**src/design/hcd_pkg.sv**
```systemverilog
// ----------------------------------------------------------------------------
// hcd_pkg
// Shared types, codes and scoring function for the hall call dispatcher.
// ----------------------------------------------------------------------------
package hcd_pkg;

  // port field widths
  localparam int FLOOR_W  = 3;
  localparam int MOTION_W = 2;

  // internal floor width, wide enough for a top slot floor of up to 31
  localparam int SLOT_FLOOR_W = 5;

  // score width: largest penalty plus largest distance
  localparam int SCORE_W = 7;

  localparam logic [SCORE_W-1:0] PENALTY_PASSED   = 7'd10;
  localparam logic [SCORE_W-1:0] PENALTY_OPPOSITE = 7'd20;

  // input stream data width, padded to whole bytes
  localparam int IN_BITS = 2 * FLOOR_W + 2 * MOTION_W + FLOOR_W + 4;
  localparam int IN_W    = ((IN_BITS + 7) / 8) * 8;

  typedef enum logic {
    OP_REGISTER = 1'b0,
    OP_UPDATE   = 1'b1
  } op_t;

  typedef enum logic [MOTION_W-1:0] {
    MOTION_IDLE  = 2'd0,
    MOTION_UP    = 2'd1,
    MOTION_DOWN  = 2'd2,
    MOTION_OTHER = 2'd3
  } motion_t;

  typedef enum logic [1:0] {
    OWNER_NONE = 2'd0,
    OWNER_A    = 2'd1,
    OWNER_B    = 2'd2
  } owner_t;

  typedef struct packed {
    logic [FLOOR_W-1:0] floor;
    motion_t            motion;
    logic               door_open;
  } car_t;

  typedef struct packed {
    op_t                op;
    logic [FLOOR_W-1:0] hall_floor;
    logic               call_up;
    logic               link_fault;
    car_t               car_a;
    car_t               car_b;
  } item_t;

  // distance score of one car for one call
  function automatic logic [SCORE_W-1:0] car_score(
    input logic [SLOT_FLOOR_W-1:0] car_floor,
    input motion_t                 motion,
    input logic [SLOT_FLOOR_W-1:0] hall_floor,
    input logic                    up
  );
    logic [SLOT_FLOOR_W-1:0] span;
    logic [SCORE_W-1:0]      d;
    logic [SCORE_W-1:0]      score;
    span = (car_floor > hall_floor) ? (car_floor - hall_floor)
                                    : (hall_floor - car_floor);
    d = SCORE_W'(span);
    if (motion == MOTION_IDLE) begin
      score = d;
    end else if (motion == MOTION_UP && up) begin
      score = (car_floor < hall_floor) ? d : (PENALTY_PASSED + d);
    end else if (motion == MOTION_DOWN && !up) begin
      score = (car_floor > hall_floor) ? d : (PENALTY_PASSED + d);
    end else begin
      score = PENALTY_OPPOSITE + d;
    end
    return score;
  endfunction

endpackage

```
**src/design/hcd_core.sv**
```systemverilog
// ----------------------------------------------------------------------------
// hcd_core
// Call table state and the per-slot register, assign and clear logic.
// ----------------------------------------------------------------------------
module hcd_core #(
  parameter int FLOORS = 4
) (
  input  logic                        clk,
  input  logic                        rst,
  input  logic                        en,
  input  hcd_pkg::item_t              item,
  output logic [2*(FLOORS-1)-1:0]     active_next,
  output logic [2*(FLOORS-1)-1:0]     owner_a_next,
  output logic [2*(FLOORS-1)-1:0]     owner_b_next,
  output logic [hcd_pkg::FLOOR_W-1:0] handoff_next
);

  localparam int SLOTS = 2 * (FLOORS - 1);
  localparam int FW    = hcd_pkg::SLOT_FLOOR_W;

  // call table
  logic [SLOTS-1:0]               active;
  hcd_pkg::owner_t                owner [SLOTS];
  logic [hcd_pkg::FLOOR_W-1:0]    handoff_floor;

  hcd_pkg::owner_t                owner_nx [SLOTS];
  logic [SLOTS-1:0]               to_b_now;
  logic [FW-1:0]                  slot_fl [SLOTS];

  logic [FW-1:0]                  a_floor;
  logic [FW-1:0]                  b_floor;
  logic                           is_update;

  assign a_floor   = FW'(item.car_a.floor);
  assign b_floor   = FW'(item.car_b.floor);
  assign is_update = (item.op == hcd_pkg::OP_UPDATE);

  // one slot of logic per call, all slots in parallel
  for (genvar k = 0; k < SLOTS; k++) begin : g_slot
    localparam logic         SLOT_UP = ((k % 2) == 0);
    localparam logic [FW-1:0] SLOT_FL =
      FW'(((k % 2) == 1) ? ((k + 1) / 2 + 1) : (k / 2 + 1));

    logic [hcd_pkg::SCORE_W-1:0] score_a;
    logic [hcd_pkg::SCORE_W-1:0] score_b;
    logic                        reg_hit;
    logic                        assign_now;
    logic                        pick_b;
    hcd_pkg::owner_t             owner_mid;
    logic                        clear_now;

    assign slot_fl[k] = SLOT_FL;
    assign score_a = hcd_pkg::car_score(a_floor, item.car_a.motion, SLOT_FL, SLOT_UP);
    assign score_b = hcd_pkg::car_score(b_floor, item.car_b.motion, SLOT_FL, SLOT_UP);

    // register transaction matching this slot
    assign reg_hit = (item.op == hcd_pkg::OP_REGISTER) &&
                     (FW'(item.hall_floor) == SLOT_FL) && (item.call_up == SLOT_UP);

    // hand an unowned active call to a car, ties to A, and all calls to A on a link fault
    assign assign_now = is_update && active[k] && (owner[k] == hcd_pkg::OWNER_NONE);
    assign pick_b     = !item.link_fault && (score_a > score_b);
    assign owner_mid  = assign_now ? (pick_b ? hcd_pkg::OWNER_B : hcd_pkg::OWNER_A)
                                   : owner[k];
    assign to_b_now[k] = assign_now && pick_b;

    // clear when the owning car stands at the floor with doors open
    assign clear_now = is_update &&
      ((owner_mid == hcd_pkg::OWNER_A && a_floor == SLOT_FL && item.car_a.door_open) ||
       (owner_mid == hcd_pkg::OWNER_B && b_floor == SLOT_FL && item.car_b.door_open));

    always_comb begin
      owner_nx[k]    = clear_now ? hcd_pkg::OWNER_NONE : owner_mid;
      active_next[k] = active[k];
      if (clear_now) begin
        active_next[k] = 1'b0;
      end else if (reg_hit && owner[k] == hcd_pkg::OWNER_NONE) begin
        active_next[k] = 1'b1;
      end
      owner_a_next[k] = (owner_nx[k] == hcd_pkg::OWNER_A);
      owner_b_next[k] = (owner_nx[k] == hcd_pkg::OWNER_B);
    end
  end

  // last hand-off to car B wins, so the highest slot takes priority
  always_comb begin
    handoff_next = handoff_floor;
    for (int k = 0; k < SLOTS; k++) begin
      if (to_b_now[k]) begin
        handoff_next = slot_fl[k][hcd_pkg::FLOOR_W-1:0];
      end
    end
  end

  // state update on each accepted transaction
  always_ff @(posedge clk) begin
    if (rst) begin
      active        <= '0;
      handoff_floor <= '0;
      for (int k = 0; k < SLOTS; k++) begin
        owner[k] <= hcd_pkg::OWNER_NONE;
      end
    end else if (en) begin
      active        <= active_next;
      handoff_floor <= handoff_next;
      for (int k = 0; k < SLOTS; k++) begin
        owner[k] <= owner_nx[k];
      end
    end
  end

endmodule

```
**src/design/hall_call_dispatcher.sv**
```systemverilog
// Hall call dispatcher for two cars. Each input transaction is either a hall
// call registration or an update tick with both cars' status; every
// transaction yields exactly one result carrying the call table after it was
// applied. One transaction is accepted per clock cycle and its result appears
// on the master side in the next cycle; the single result register is the
// only stage, so throughput is set by how fast the master side drains it.
// ----------------------------------------------------------------------------
// hall_call_dispatcher
// Stream wrapper: input unpacking, result register and handshake.
// ----------------------------------------------------------------------------
module hall_call_dispatcher #(
  parameter int FLOORS = 4
) (
  input  logic                                  clk,
  input  logic                                  rst,
  // slave side
  input  logic                                  s_tvalid,
  output logic                                  s_tready,
  // hall_floor, call_up, link_fault, a_floor, a_motion, a_door_open,
  // b_floor, b_motion, b_door_open
  input  logic [hcd_pkg::IN_W-1:0]              s_tdata,
  // operation
  input  logic                                  s_tuser,
  // master side
  output logic                                  m_tvalid,
  input  logic                                  m_tready,
  // active_mask, car_a_mask, car_b_mask, target_floor_b
  output logic [((6*(FLOORS-1)+3+7)/8)*8-1:0]  m_tdata
);

  localparam int SLOTS    = 2 * (FLOORS - 1);
  localparam int OUT_BITS = 3 * SLOTS + hcd_pkg::FLOOR_W;
  localparam int OUT_W    = ((OUT_BITS + 7) / 8) * 8;
  localparam int FLW      = hcd_pkg::FLOOR_W;
  localparam int MW       = hcd_pkg::MOTION_W;

  hcd_pkg::item_t         item;
  logic                   accept;
  logic [SLOTS-1:0]       active_next;
  logic [SLOTS-1:0]       owner_a_next;
  logic [SLOTS-1:0]       owner_b_next;
  logic [FLW-1:0]         handoff_next;
  logic [OUT_BITS-1:0]    result;

  // unpack the input transaction
  assign item.op                = hcd_pkg::op_t'(s_tuser);
  assign item.hall_floor        = s_tdata[FLW-1:0];
  assign item.call_up           = s_tdata[FLW];
  assign item.link_fault        = s_tdata[FLW+1];
  assign item.car_a.floor       = s_tdata[FLW+2 +: FLW];
  assign item.car_a.motion      = hcd_pkg::motion_t'(s_tdata[2*FLW+2 +: MW]);
  assign item.car_a.door_open   = s_tdata[2*FLW+MW+2];
  assign item.car_b.floor       = s_tdata[2*FLW+MW+3 +: FLW];
  assign item.car_b.motion      = hcd_pkg::motion_t'(s_tdata[3*FLW+MW+3 +: MW]);
  assign item.car_b.door_open   = s_tdata[3*FLW+2*MW+3];

  assign s_tready = !m_tvalid || m_tready;
  assign accept   = s_tvalid && s_tready;

  hcd_core #(
    .FLOORS (FLOORS)
  ) u_core (
    .clk          (clk),
    .rst          (rst),
    .en           (accept),
    .item         (item),
    .active_next  (active_next),
    .owner_a_next (owner_a_next),
    .owner_b_next (owner_b_next),
    .handoff_next (handoff_next)
  );

  assign result = {handoff_next, owner_b_next, owner_a_next, active_next};

  // result valid flag
  always_ff @(posedge clk) begin
    if (rst) begin
      m_tvalid <= 1'b0;
    end else if (accept) begin
      m_tvalid <= 1'b1;
    end else if (m_tready) begin
      m_tvalid <= 1'b0;
    end
  end

  // result payload
  always_ff @(posedge clk) begin
    if (accept) begin
      m_tdata <= OUT_W'(result);
    end
  end

endmodule

```
**config.mk**
```make
export PLATFORM = sky130hd
export DESIGN_NAME = hall_call_dispatcher
export DESIGN_NICKNAME = d
export VERILOG_FILES = /design/src/design/hcd_pkg.sv /design/src/design/hcd_core.sv /design/src/design/hall_call_dispatcher.sv
export SDC_FILE = /design/constraint.sdc
export NUM_CORES = 1
export LEC_CHECK = 0
export BUFFER_PORTS_ARGS = -buffer_cell sky130_fd_sc_hd__buf_2
export CAP_MARGIN = 20
export CORE_MARGIN = 2
export CORE_UTILIZATION = 57
export DETAILED_ROUTE_END_ITERATION = 12
export GPL_ROUTABILITY_DRIVEN = 0
export HOLD_SLACK_MARGIN = 0.12
export PLACE_DENSITY = 0.9
export SLEW_MARGIN = 20
export SYNTH_ARGS = -nofsm -noshare
export SYNTH_HDL_FRONTEND = slang
export SYNTH_SLANG_ARGS = --single-unit
```
**constraint.sdc**
```tcl
create_clock -name clk -period 7.4 [get_ports clk]
set_clock_uncertainty 0.1 [all_clocks]
set_input_delay 1.85 -clock clk [delete_from_list [all_inputs] [get_ports clk]]
set_output_delay 1.85 -clock clk [all_outputs]
set_load 0.02 [all_outputs]
```
After elaboration in Yosys (flattened, before gate mapping)

Memories as Yosys holds them, arrays and structs flattened.
Index checks and enable logic that the tools add are counted.

$add $sub $neg: 32
Order comparisons: 20
Equality and inequality tests: 40
Multiplexer cells: 93
Bitwise logic cells: 8
Reduce and logical (&&, ||, !) cells: 89

Operator list:

| kind                                                                            | count |
|---|---|
| 7-bit two-way mux                                                               | 35 |
| 1-bit logical AND                                                               | 71 |
| 4-bit by 5-bit adder with 6-bit output, first input constant                    | 8 |
| 5-bit by 5-bit adder with 6-bit output, first input constant                    | 8 |
| 2-bit two-way mux                                                               | 24 |
| 7-bit greater-than comparator                                                   | 6 |
| 5-bit two-way mux                                                               | 8 |
| 2-bit by 1-bit == test with 1-bit output, second input constant                 | 14 |
| 2-bit == test, second input constant                                            | 14 |
| 1-bit two-way mux                                                               | 19 |
| 3-bit by 2-bit == test with 1-bit output, second input constant                 | 6 |
| 3-bit two-way mux                                                               | 6 |
| 2-bit zero test                                                                 | 8 |
| 2-bit by 3-bit subtractor with 4-bit output, first input constant               | 4 |
| 3-bit by 2-bit subtractor with 4-bit output, second input constant              | 4 |
| 3-bit by 2-bit greater-than comparator with 1-bit output, second input constant | 4 |
| 3-bit by 2-bit < comparator with 1-bit output, second input constant            | 4 |
| 3-bit by 1-bit == test with 1-bit output, second input constant                 | 3 |
| 3-bit == test, second input constant                                            | 3 |
| 1-bit by 3-bit subtractor with 4-bit output, first input constant               | 2 |
| 3-bit by 1-bit subtractor with 4-bit output, second input constant              | 2 |
| 3-bit by 3-bit subtractor with 4-bit output, first input constant               | 2 |
| 3-bit by 3-bit subtractor with 4-bit output, second input constant              | 2 |
| 1-bit logical OR                                                                | 7 |
| other kinds (8)                                                                 | 18 |

Register bits after elaboration: 31
Bits in writable memories: 12
Word-level logic and storage cells: 287
Memories kept: 1

Memories:

| name         | depth | width | rd ports | clocked after memory_dff | write ports | line           | RTL |
|---|---|---|---|---|---|---|---|
| u_core.owner | 6     | 2     | 6        | 0                        | 6           | hcd_core.sv:23 | `hcd_pkg::owner_t owner [SLOTS];` |

Depth between registers and ports, before layout

Gate-level depths: netlist of the first run.

Depth after elaboration: 17
Mapped depth: 20
Depth with buffers taken out: 19

Cells and area by module

From an unflattened synthesis of the first run, not the netlist that was laid out.

Cells, all modules: 597
Area, all modules: 4855.9 µm²

By module, submodules not included:

| module               | instances | cells an instance | area an instance (µm²) |
|---|---|---|---|
| hcd_core             | 1         | 567               | 4144.0 |
| hall_call_dispatcher | 1         | 30                | 711.9 |

Least setup slack after synthesis of the first run

OpenSTA, ideal clock, no wires.

Kind: input-to-reg
From: in s_tdata[7] in the netlist's numbering
To: mem u_core.owner[0][2] in the netlist's numbering, data pin
Arrival time: 5122 ps
Data required time: 7037 ps
Setup slack: 1915 ps
Stages: 18
Cell sequence: buf_6 > clkinv_1 > ha_1 > mux2_2 > buf_2 > o21a_2 > ha_1 > o21ai_0 > nand2_1 > o21ai_0 > o21ai_0 > ha_1 > a21oi_1 > o21a_1 > o21ai_1 > a2111oi_2 > o21bai_2 > nor3_1

RTL lines:

| item               | line                       | RTL |
|---|---|---|
| start: declaration | hall_call_dispatcher.sv:21 | `input logic [hcd_pkg::IN_W-1:0] s_tdata,` |
| end: declaration   | hcd_core.sv:23             |  |

==> results of run 1 <==
-- metal layers --
metal / global-route usage [%] / routed length (µm) / vias up
li1: - / - / 2321
met1: 33.9 / 5320 / 2302
met2: 44.4 / 6210 / 242
met3: 3.36 / 1040 / 31
met4: 9.19 / 316 / 0
met5: 0 / 0 / -
-- registers in the layout, indices dropped and copies added (netlist names) --
| name | count |
|---|---|
| m_tvalid | 1 |
| u_core.active | 6 |
| m_tdata | 21 |
| u_core.owner | 12 |
| u_core.handoff_floor | 3 |
-- Yosys cell counts, types with 3 or more instances --
cell type	n
o2bb2ai_1	3
a21oi_1	42
nand3_1	17
a31oi_1	11
o21ai_1	16
a211oi_2	3
or3_1	4
a311oi_1	4
mux2i_1	6
a41oi_1	4
dfxtp_1	10
a22oi_1	3
o31ai_1	6
o21a_1	7
clkbuf_1	19
mux2_2	5
nor2b_1	15
nor3_1	23
edfxtp_1	33
a21o_1	11
nor3b_1	3
nand2b_1	17
xnor2_1	11
buf_2	5
ha_1	76
and2_1	5
a211oi_1	5
buf_4	3
inv_1	31
xor2_1	5
and3_1	4
o21ai_0	34
or2_2	4
nor2_1	70
nand2_1	58
-- area by class of cell --
cell class              instances  area [µm²]  share of cell area, %
repair buffers                 44         220                   4.09
well taps                     108         135                   2.51
inverters                      35         131                   2.44
flip-flops and latches         43        1190                   22.1
multi-input cells             527        3610                   67.0
clock buffers                   8         100                   1.86
-- cells by family (layout without fill, tap and decap cells) --
logic type                 count (synthesis)  in the layout  share of synthesized area (%)
AOI/OAI and AO/OA                        178            178                           23.6
xor gates and xnor gates                  16             16                           2.78
adders and majority gates                 76             76                           18.9
buffers and inverters                     64             87                           5.26
DFF                                       43             43                           23.6
muxes                                     12             12                           2.53
other                                      2              8                          0.149
and+or+nand+nor                          237            237                           23.2
-- report_power, final --
part	switching [mW]	internal (mW)	total [mW]
Combinational	0.192	0.115	0.307
Clock	0.0780	0.0852	0.163
Sequential	0.00987	0.274	0.284
-- worst paths after layout --
| path | startpoint | to | slack, ns | cells after the start |
|---|---|---|---|---|
| setup reg to reg | m_tvalid | u_core.handoff_floor[1] | 4.89 | 7 |
| setup / recovery | s_tdata[13] | u_core.owner[0][5] | 1.36 | 16 |
| hold reg to reg | u_core.handoff_floor[1] | u_core.handoff_floor[1] | 0.38 | 1 |
| hold / removal | u_core.handoff_floor[1] | u_core.handoff_floor[1] | 0.38 | 1 |
-- placed cells by master (no fill, tap or decap), types with 17 or more instances in the layout --
cell	Yosys	final
a21oi_1	42	42
buf_2	5	44
edfxtp_1	33	33
ha_1	76	76
inv_1	31	31
nand2_1	58	58
nand2b_1	17	17
nand3_1	17	17
nor2_1	70	70
nor3_1	23	23
o21ai_0	34	34
-- metrics by stage --
step / util, % / hold slack (ns)
global route: 62.4 / 0.391
floorplan: - / 0.332
detailed placement: 61.2 / 0.351
global placement: 61.2 / 0.345
finish: 62.4 / 0.383
CTS: 62.4 / 0.374
==> flow_results.org, run 1 <==
** Power and ir drop
- For this design the ratio of total power to cell area is 140 mW/mm².
- Total power for the finished layout comes to 754 µW.
- The worst-case IR drop observed on VDD is 109 µV.
- Leak pwr :: 2.35 nW

** Placed design
- The wire-length estimate of the detail-placed layout is 9810 µm.
- The placed instances occupy a cell area of 0.00529 mm².
- DP Cell Count :: 757
- Number of port buffers :: 44
- Prior to clock tree synthesis, the placed netlist has a worst setup slack of 1.13 ns.

** Clocking
- Worst-path clk slew :: 0.07 ns
- Clk sinks :: 43
- Clock root buffer :: clkbuf_8
- Maximum clock insertion buffer count :: 2
- Inserted Clock Buffers :: 5
- The number of gates resized after CTS was 0.
- Hold bufs inserted after CTS :: 0
- Clock tree from TritonCTS :: yes
- In this run the post-CTS setup repair buffer count came out at 0.
- Latest clock arrival within the worst-skew pair :: 0.30 ns
- The clock tree synthesis step divided the H-tree into 2 levels.

** Timing
- For the pin with the worst max-slew slack, the measured transition is 0.670 ns.
- Setup violations remaining at the end of the flow were counted as 0.
- In this run the tightest slew margin relative to its limit is 55.4%.
- Minimum period implied by the final worst setup slack :: 6.04 ns
- Sum of negative setup slack :: 0 ns
- Setup slack on the critical path of the routed design comes to 1.36 ns.
- The count of pins over their slew limit came to 0.
- Maximum clock rate :: 0.166 GHz
- The final-report hold violation count is 0.
- RSZ-0062 raised after global routing :: false
- Final critical-path share of the clock period :: 81.6%

** Global routing
- Global routing used 26.0% of the available tracks.
- The first global-routing pass estimated 20700 µm of wire.
- Congestion Overflow GR :: 0
- The number of antenna violations at the first check in global routing came to 0.
- Via count of the first global-routing pass :: 4452
- Pin count of the biggest net entering global routing :: 35

** Cells and area
- After routing the design area is 0.00539 mm².
- Final Instance Count excl. Fillers :: 765
- Layout Nets :: 761
- Fraction of final layout cells sized beyond drive strength 1 :: 12.3%
- Area growth syn-to-layout :: 6.83%
- The layout has 707 filler cells.
- 0 antenna diodes ended up in the layout.

** Critical path
- Count of buffering cells on the critical path with inverters included :: 2
- Cell type with the highest occurrence count on the critical path :: ha_1
- The slowest stage of the critical path belongs to the cell nor2b_1.
- STA classifies the critical path endpoint as a flop.
- The critical path goes through buf_2, inv_1, ha_1, a21oi_1, nor2b_1, ha_1, a22oi_1, o21ai_0, and2_1, ha_1, and3_1, a41o_1, a21oi_2, nor2b_1, o31ai_1, nor3_1.
- The critical path in this run is classified as input port to flop.
- Crit start category :: input port
- Largest stage delay, worst path :: 0.44 ns
- Data on the critical path is required at its endpoint by 7.33 ns.
- For the worst setup path, the data arrival time is 5.96 ns.
- Family with the most delay on the worst path :: compound AO/OA/AOI/OAI gates
- Biggest fanout along the worst timing path :: 16

** Detailed routing
- After detailed routing, the number of remaining DRC violations is 0.
- Antenna Violating Nets Remaining :: 0
- Total via count in the routed design :: 4896
- Via density :: 6.40
- The first TritonRoute pass finished after 5 iterations.
- Number of design-rule violations left by the first detailed-router iteration :: 413
- Wires add up to 12900 µm.
- Dividing the detail-routed wire length by the instance count gives 16.8 µm.

** Floorplanning
- The floorplan has 34 rows.
- The core region is 0.00864 mm².
- Die Y :: 98.0 µm
- The die is 98.0 µm wide.
- 55 I/O pins were placed.
- The floorplan step defined a die boundary enclosing 0.00961 mm².
- For this configuration, the core starts out at a cell density of 58.4%.

** Flow run
- Max-Cap Viols :: 0

** Logic synthesis
- In this run, distinct cell masters in the synthesized netlist total 76.
- Synthesis handed over a netlist of 628 instances.
- Synthesis inferred 43 register bits.
- In this run the cell area of the synthesized design comes to 0.00504 mm².
- In this run the biggest area consumer among cell types represents 19.7% of the synthesized area.
- Sorting the synthesized cells by area gives the leading types as edfxtp_1 20%, ha_1 19%, nor2_1 5.2%.
- Largest area contributor in the netlist :: edfxtp_1
- Share of flip-flops with an asynchronous set or reset after synthesis :: 0%
- The average instance in the mapped netlist occupies 8.03 µm².
- Among all flip-flop cells after synthesis, the most frequent one is edfxtp_1.
- Yosys mapped a number of flops with a built-in enable equal to 33.
- Sequential fraction of the synthesis area :: 23.6%
- Warnings from Yosys :: 0

** Min path
- Path type of the worst min-delay path :: flop to flop

** Run status
- The flow ran to the end, and the final reports show no timing, DRC or antenna violations.
Power figures use the tool's default switching activity.
==> run 2: changes to the inputs <==
--- a/config.mk
+++ b/config.mk
@@ -8,7 +8,7 @@
 export BUFFER_PORTS_ARGS = -buffer_cell sky130_fd_sc_hd__buf_2
 export CAP_MARGIN = 20
 export CORE_MARGIN = 2
-export CORE_UTILIZATION = 57
+export CORE_UTILIZATION = 55
 export DETAILED_ROUTE_END_ITERATION = 12
 export GPL_ROUTABILITY_DRIVEN = 0
 export HOLD_SLACK_MARGIN = 0.12
==> constraint.sdc (replaced) <==
create_clock -name clk -period 4.8 [get_ports clk]
set_clock_uncertainty 0.1 [all_clocks]
set_input_delay 1.2 -clock clk [delete_from_list [all_inputs] [get_ports clk]]
set_output_delay 1.2 -clock clk [all_outputs]
set_load 0.02 [all_outputs]
==> run 2 against run 1 <==
  * Highest routed layer unchanged
  * Non-clock buffer count up 48
  * Setup slack worse by 1.2 ns
  * Die area up 3.5%
  * Core utilization up 3.2 points
  * Design area up 7.1%
  * Sequential power up 54%
==> flow_results.org, run 2 (same netlist as run 1, synthesis figures left out) <==
** Power and ir drop
- Combinational logic burns 44.5% of the power.
- Pwr per Cell Area :: 207 mW/mm²
- Pwr Total :: 1.20 mW
- VDD sags by at most 129 µV.
- The internal portion of the total power is 741 µW.
- The clock network is responsible for 19.0% of the overall power.
- Register share of total power :: 36.6%
- For this design the static power due to leakage is 2.59 nW.
- Switching share of total power :: 38.0%
- The analysis attributes to net switching a power of 455 µW.

** Detailed routing
- In the final routed layout, each cell accounts on average for 16.9 µm.
- The first detailed-routing pass took 5 iterations.
- Total wirelength of the detailed-routed design :: 13700 µm
- Antenna Violating Nets Remaining :: 0
- Via density :: 6.26
- DRC Markers :: 0
- Number of design-rule violations left by the first detailed-router iteration :: 491
- Detailed routing inserted a total of 5088 vias.

** Clocking
- Clock-pin slew was measured on the worst setup and hold paths at 0.08 ns.
- The clock drives 43 sinks.
- The number of clock buffers added by TritonCTS is 5.
- Hold bufs inserted after CTS :: 0
- Latest clock arrival within the worst-skew pair :: 0.29 ns
- TritonCTS built the clock tree.
- In this run the deepest clock path goes through 2 buffers.
- Clock root buffer :: clkbuf_8
- The H-tree was split into 2 levels.

** Flow run
- Max-cap violations in this run came to 0.

** Critical path
- Data required time at the worst endpoint :: 4.74 ns
- At the worst endpoint, the arrival time is 4.56 ns.
- The worst setup path is of the input port to flop kind.
- The number of cells on the worst reg-to-reg path is 7.
- Biggest fanout along the worst timing path :: 5
- Crit start category :: input port
- The worst setup path is captured at a flop.

** Global routing
- Wire length of the first global-routing pass :: 22700 µm
- Met3 layer usage reported by global route :: 3.87%
- Number of antenna violations at the first check in global routing :: 0
- The layer flagged by global routing as most heavily used is met2.
- Met2 Track Usage GR :: 47.6%
- Global routing finished with a remaining overflow of 0.
- For this run, global-route usage on met1 was measured as 35.8%.
- Global routing consumed, over all layers together, 27.7% of the routing resources.
- Entering global routing, the biggest net connects 35 pins.
- Via count of the first global-routing pass :: 4872

** Min path
- Depth of the worst hold-timing path :: 1
- Path type of the worst min-delay path :: flop to flop

** Timing
- For this run, the top clock speed supported by timing is 0.217 GHz.
- Counting I/O delays and the setup requirement, the final critical path takes 4.62 ns.
- Hold violation count in the final report :: 0
- Adding up every negative setup slack in the final design gives 0 ns.
- Number of pins exceeding their max-slew limit in the final report :: 0
- Max_slew headroom :: 54.0%
- Setup-violating endpoint count in the final report :: 0
- At the pin with the least slew margin, the transition time is 0.690 ns.
- Dividing the final minimum period by the clock period gives 96.2%.

** Cells and area
- Ranked by flip-flop count, first place goes to m_tdata.
- Layout Nets :: 809
- Finished layout cell area :: 0.00577 mm²
- The multi-input combinational cells in the finished layout cover a total of 0.00364 mm².
- The register with the most flip-flops in the layout has 21 of them.
- Commonest cells after routing, fill and taps aside :: 76 x ha_1, 70 x nor2_1, 58 x nand2_1
- Top Registers :: m_tdata (21), u_core.owner (12), u_core.active (6)
- Fraction of final layout cells sized beyond drive strength 1 :: 19.1%
- # fillers :: 661
- Leaving out fill and tap cells, the most frequent cell in the layout is ha_1.
- Area growth syn-to-layout :: 14.4%
- At the end of the flow the core is filled with cells to 65.5%.
- Area of all sequential standard cells :: 0.00119 mm²
- The repair_antennas step left the layout with diodes totalling 0.
- Final Instance Count excl. Fillers :: 813

** Floorplanning
- After floorplanning, the core was sized to cover 0.00881 mm².
- Num ports :: 55
- The die is 99.7 µm tall.
- The initial utilization of the core area, before any placement, comes to 57.2%.
- Overall die area :: 0.00995 mm²
- Measured along the x axis, the die boundary spans 99.7 µm.
- Row generation in the floorplan step produced 34 rows.

** Placed design
- Summing all placed instances gives a cell area of 0.00562 mm².
- In this run, placement finished with an instance count of 802.
- Post-detail-place hpwl :: 10600 µm
- Number of port buffers :: 44

** Run status
- Result of the run :: finished, final reports clean
-- run 2: cell count changes in the layout (fill, tap and decap cells not counted), sizes merged --
cell,change
inv,-1
clkinvlp,+1
buf,+48
clkinv,+1
clkbuf,-1
-- run 2: final cells by class --
cell class / instances / area share [%]
flip-flops and latches: 43 / 20.6
repair buffers: 92 / 10.1
clock buffers: 7 / 1.32
well taps: 108 / 2.34
multi-input cells: 527 / 63.2
inverters: 35 / 2.36
clock inverters: 1 / 0.0867
-- run 2: worst paths after layout --
kind                           start                       to  slack (ns)
min reg2reg  u_core.handoff_floor[1]  u_core.handoff_floor[1]        0.39
min          u_core.handoff_floor[1]  u_core.handoff_floor[1]        0.39
max reg2reg                 m_tvalid  u_core.handoff_floor[1]        2.19
max                      s_tdata[12]               m_tdata[5]        0.18
-- run 2: per-layer routing --
metal	vias to the layer above	wire length (µm)	part of all wire (%)
met1	2352	5640	41
met5	-	0	0
li1	2415	-	-
met3	44	1150	8.4
met2	277	6520	48
met4	0	408	3.0
-- run 2: power groups by stage --
stage                     Sequential (mW)  Clock [mW]  Combinational (mW)
after CTS                           0.437       0.226               0.512
after floorplan                     0.458           0               0.338
after global placement              0.443           0               0.475
final                               0.438       0.227               0.532
after detailed placement            0.445           0               0.509
after global routing                0.440       0.242               0.588
-- run 2: what timing repair did --
item | in CTS | in global routing
endpoints found under the setup margin | 0 | 21
setup buffers | 0 | 3
gates resized for setup | 0 | 11
-- run 2: metrics by stage --
| stage | setup WS (ns) | hold slack [ns] |
|---|---|---|
| after floorplan | 0.117 | 0.332 |
| after global placement | 0.0382 | 0.345 |
| after detailed placement | -0.133 | 0.363 |
| after CTS | 0.144 | 0.384 |
| after global routing | -0.00820 | 0.413 |
| final | 0.182 | 0.389 |
-- run 2: critical path: stages --
cell	delay [ns]
buf_2	0.14
clkinvlp_4	0.14
buf_4	0.17
ha_1	0.19
nand2_1	0.17
nor2_1	0.08
mux2_2	0.30
ha_1	0.29
o22a_1	0.20
o21ai_0	0.10
ha_1	0.30
a21oi_1	0.15
a21o_1	0.13
a211o_1	0.24
a21oi_1	0.12
o41ai_1	0.36
buf_4	0.19
nor2_1	0.06
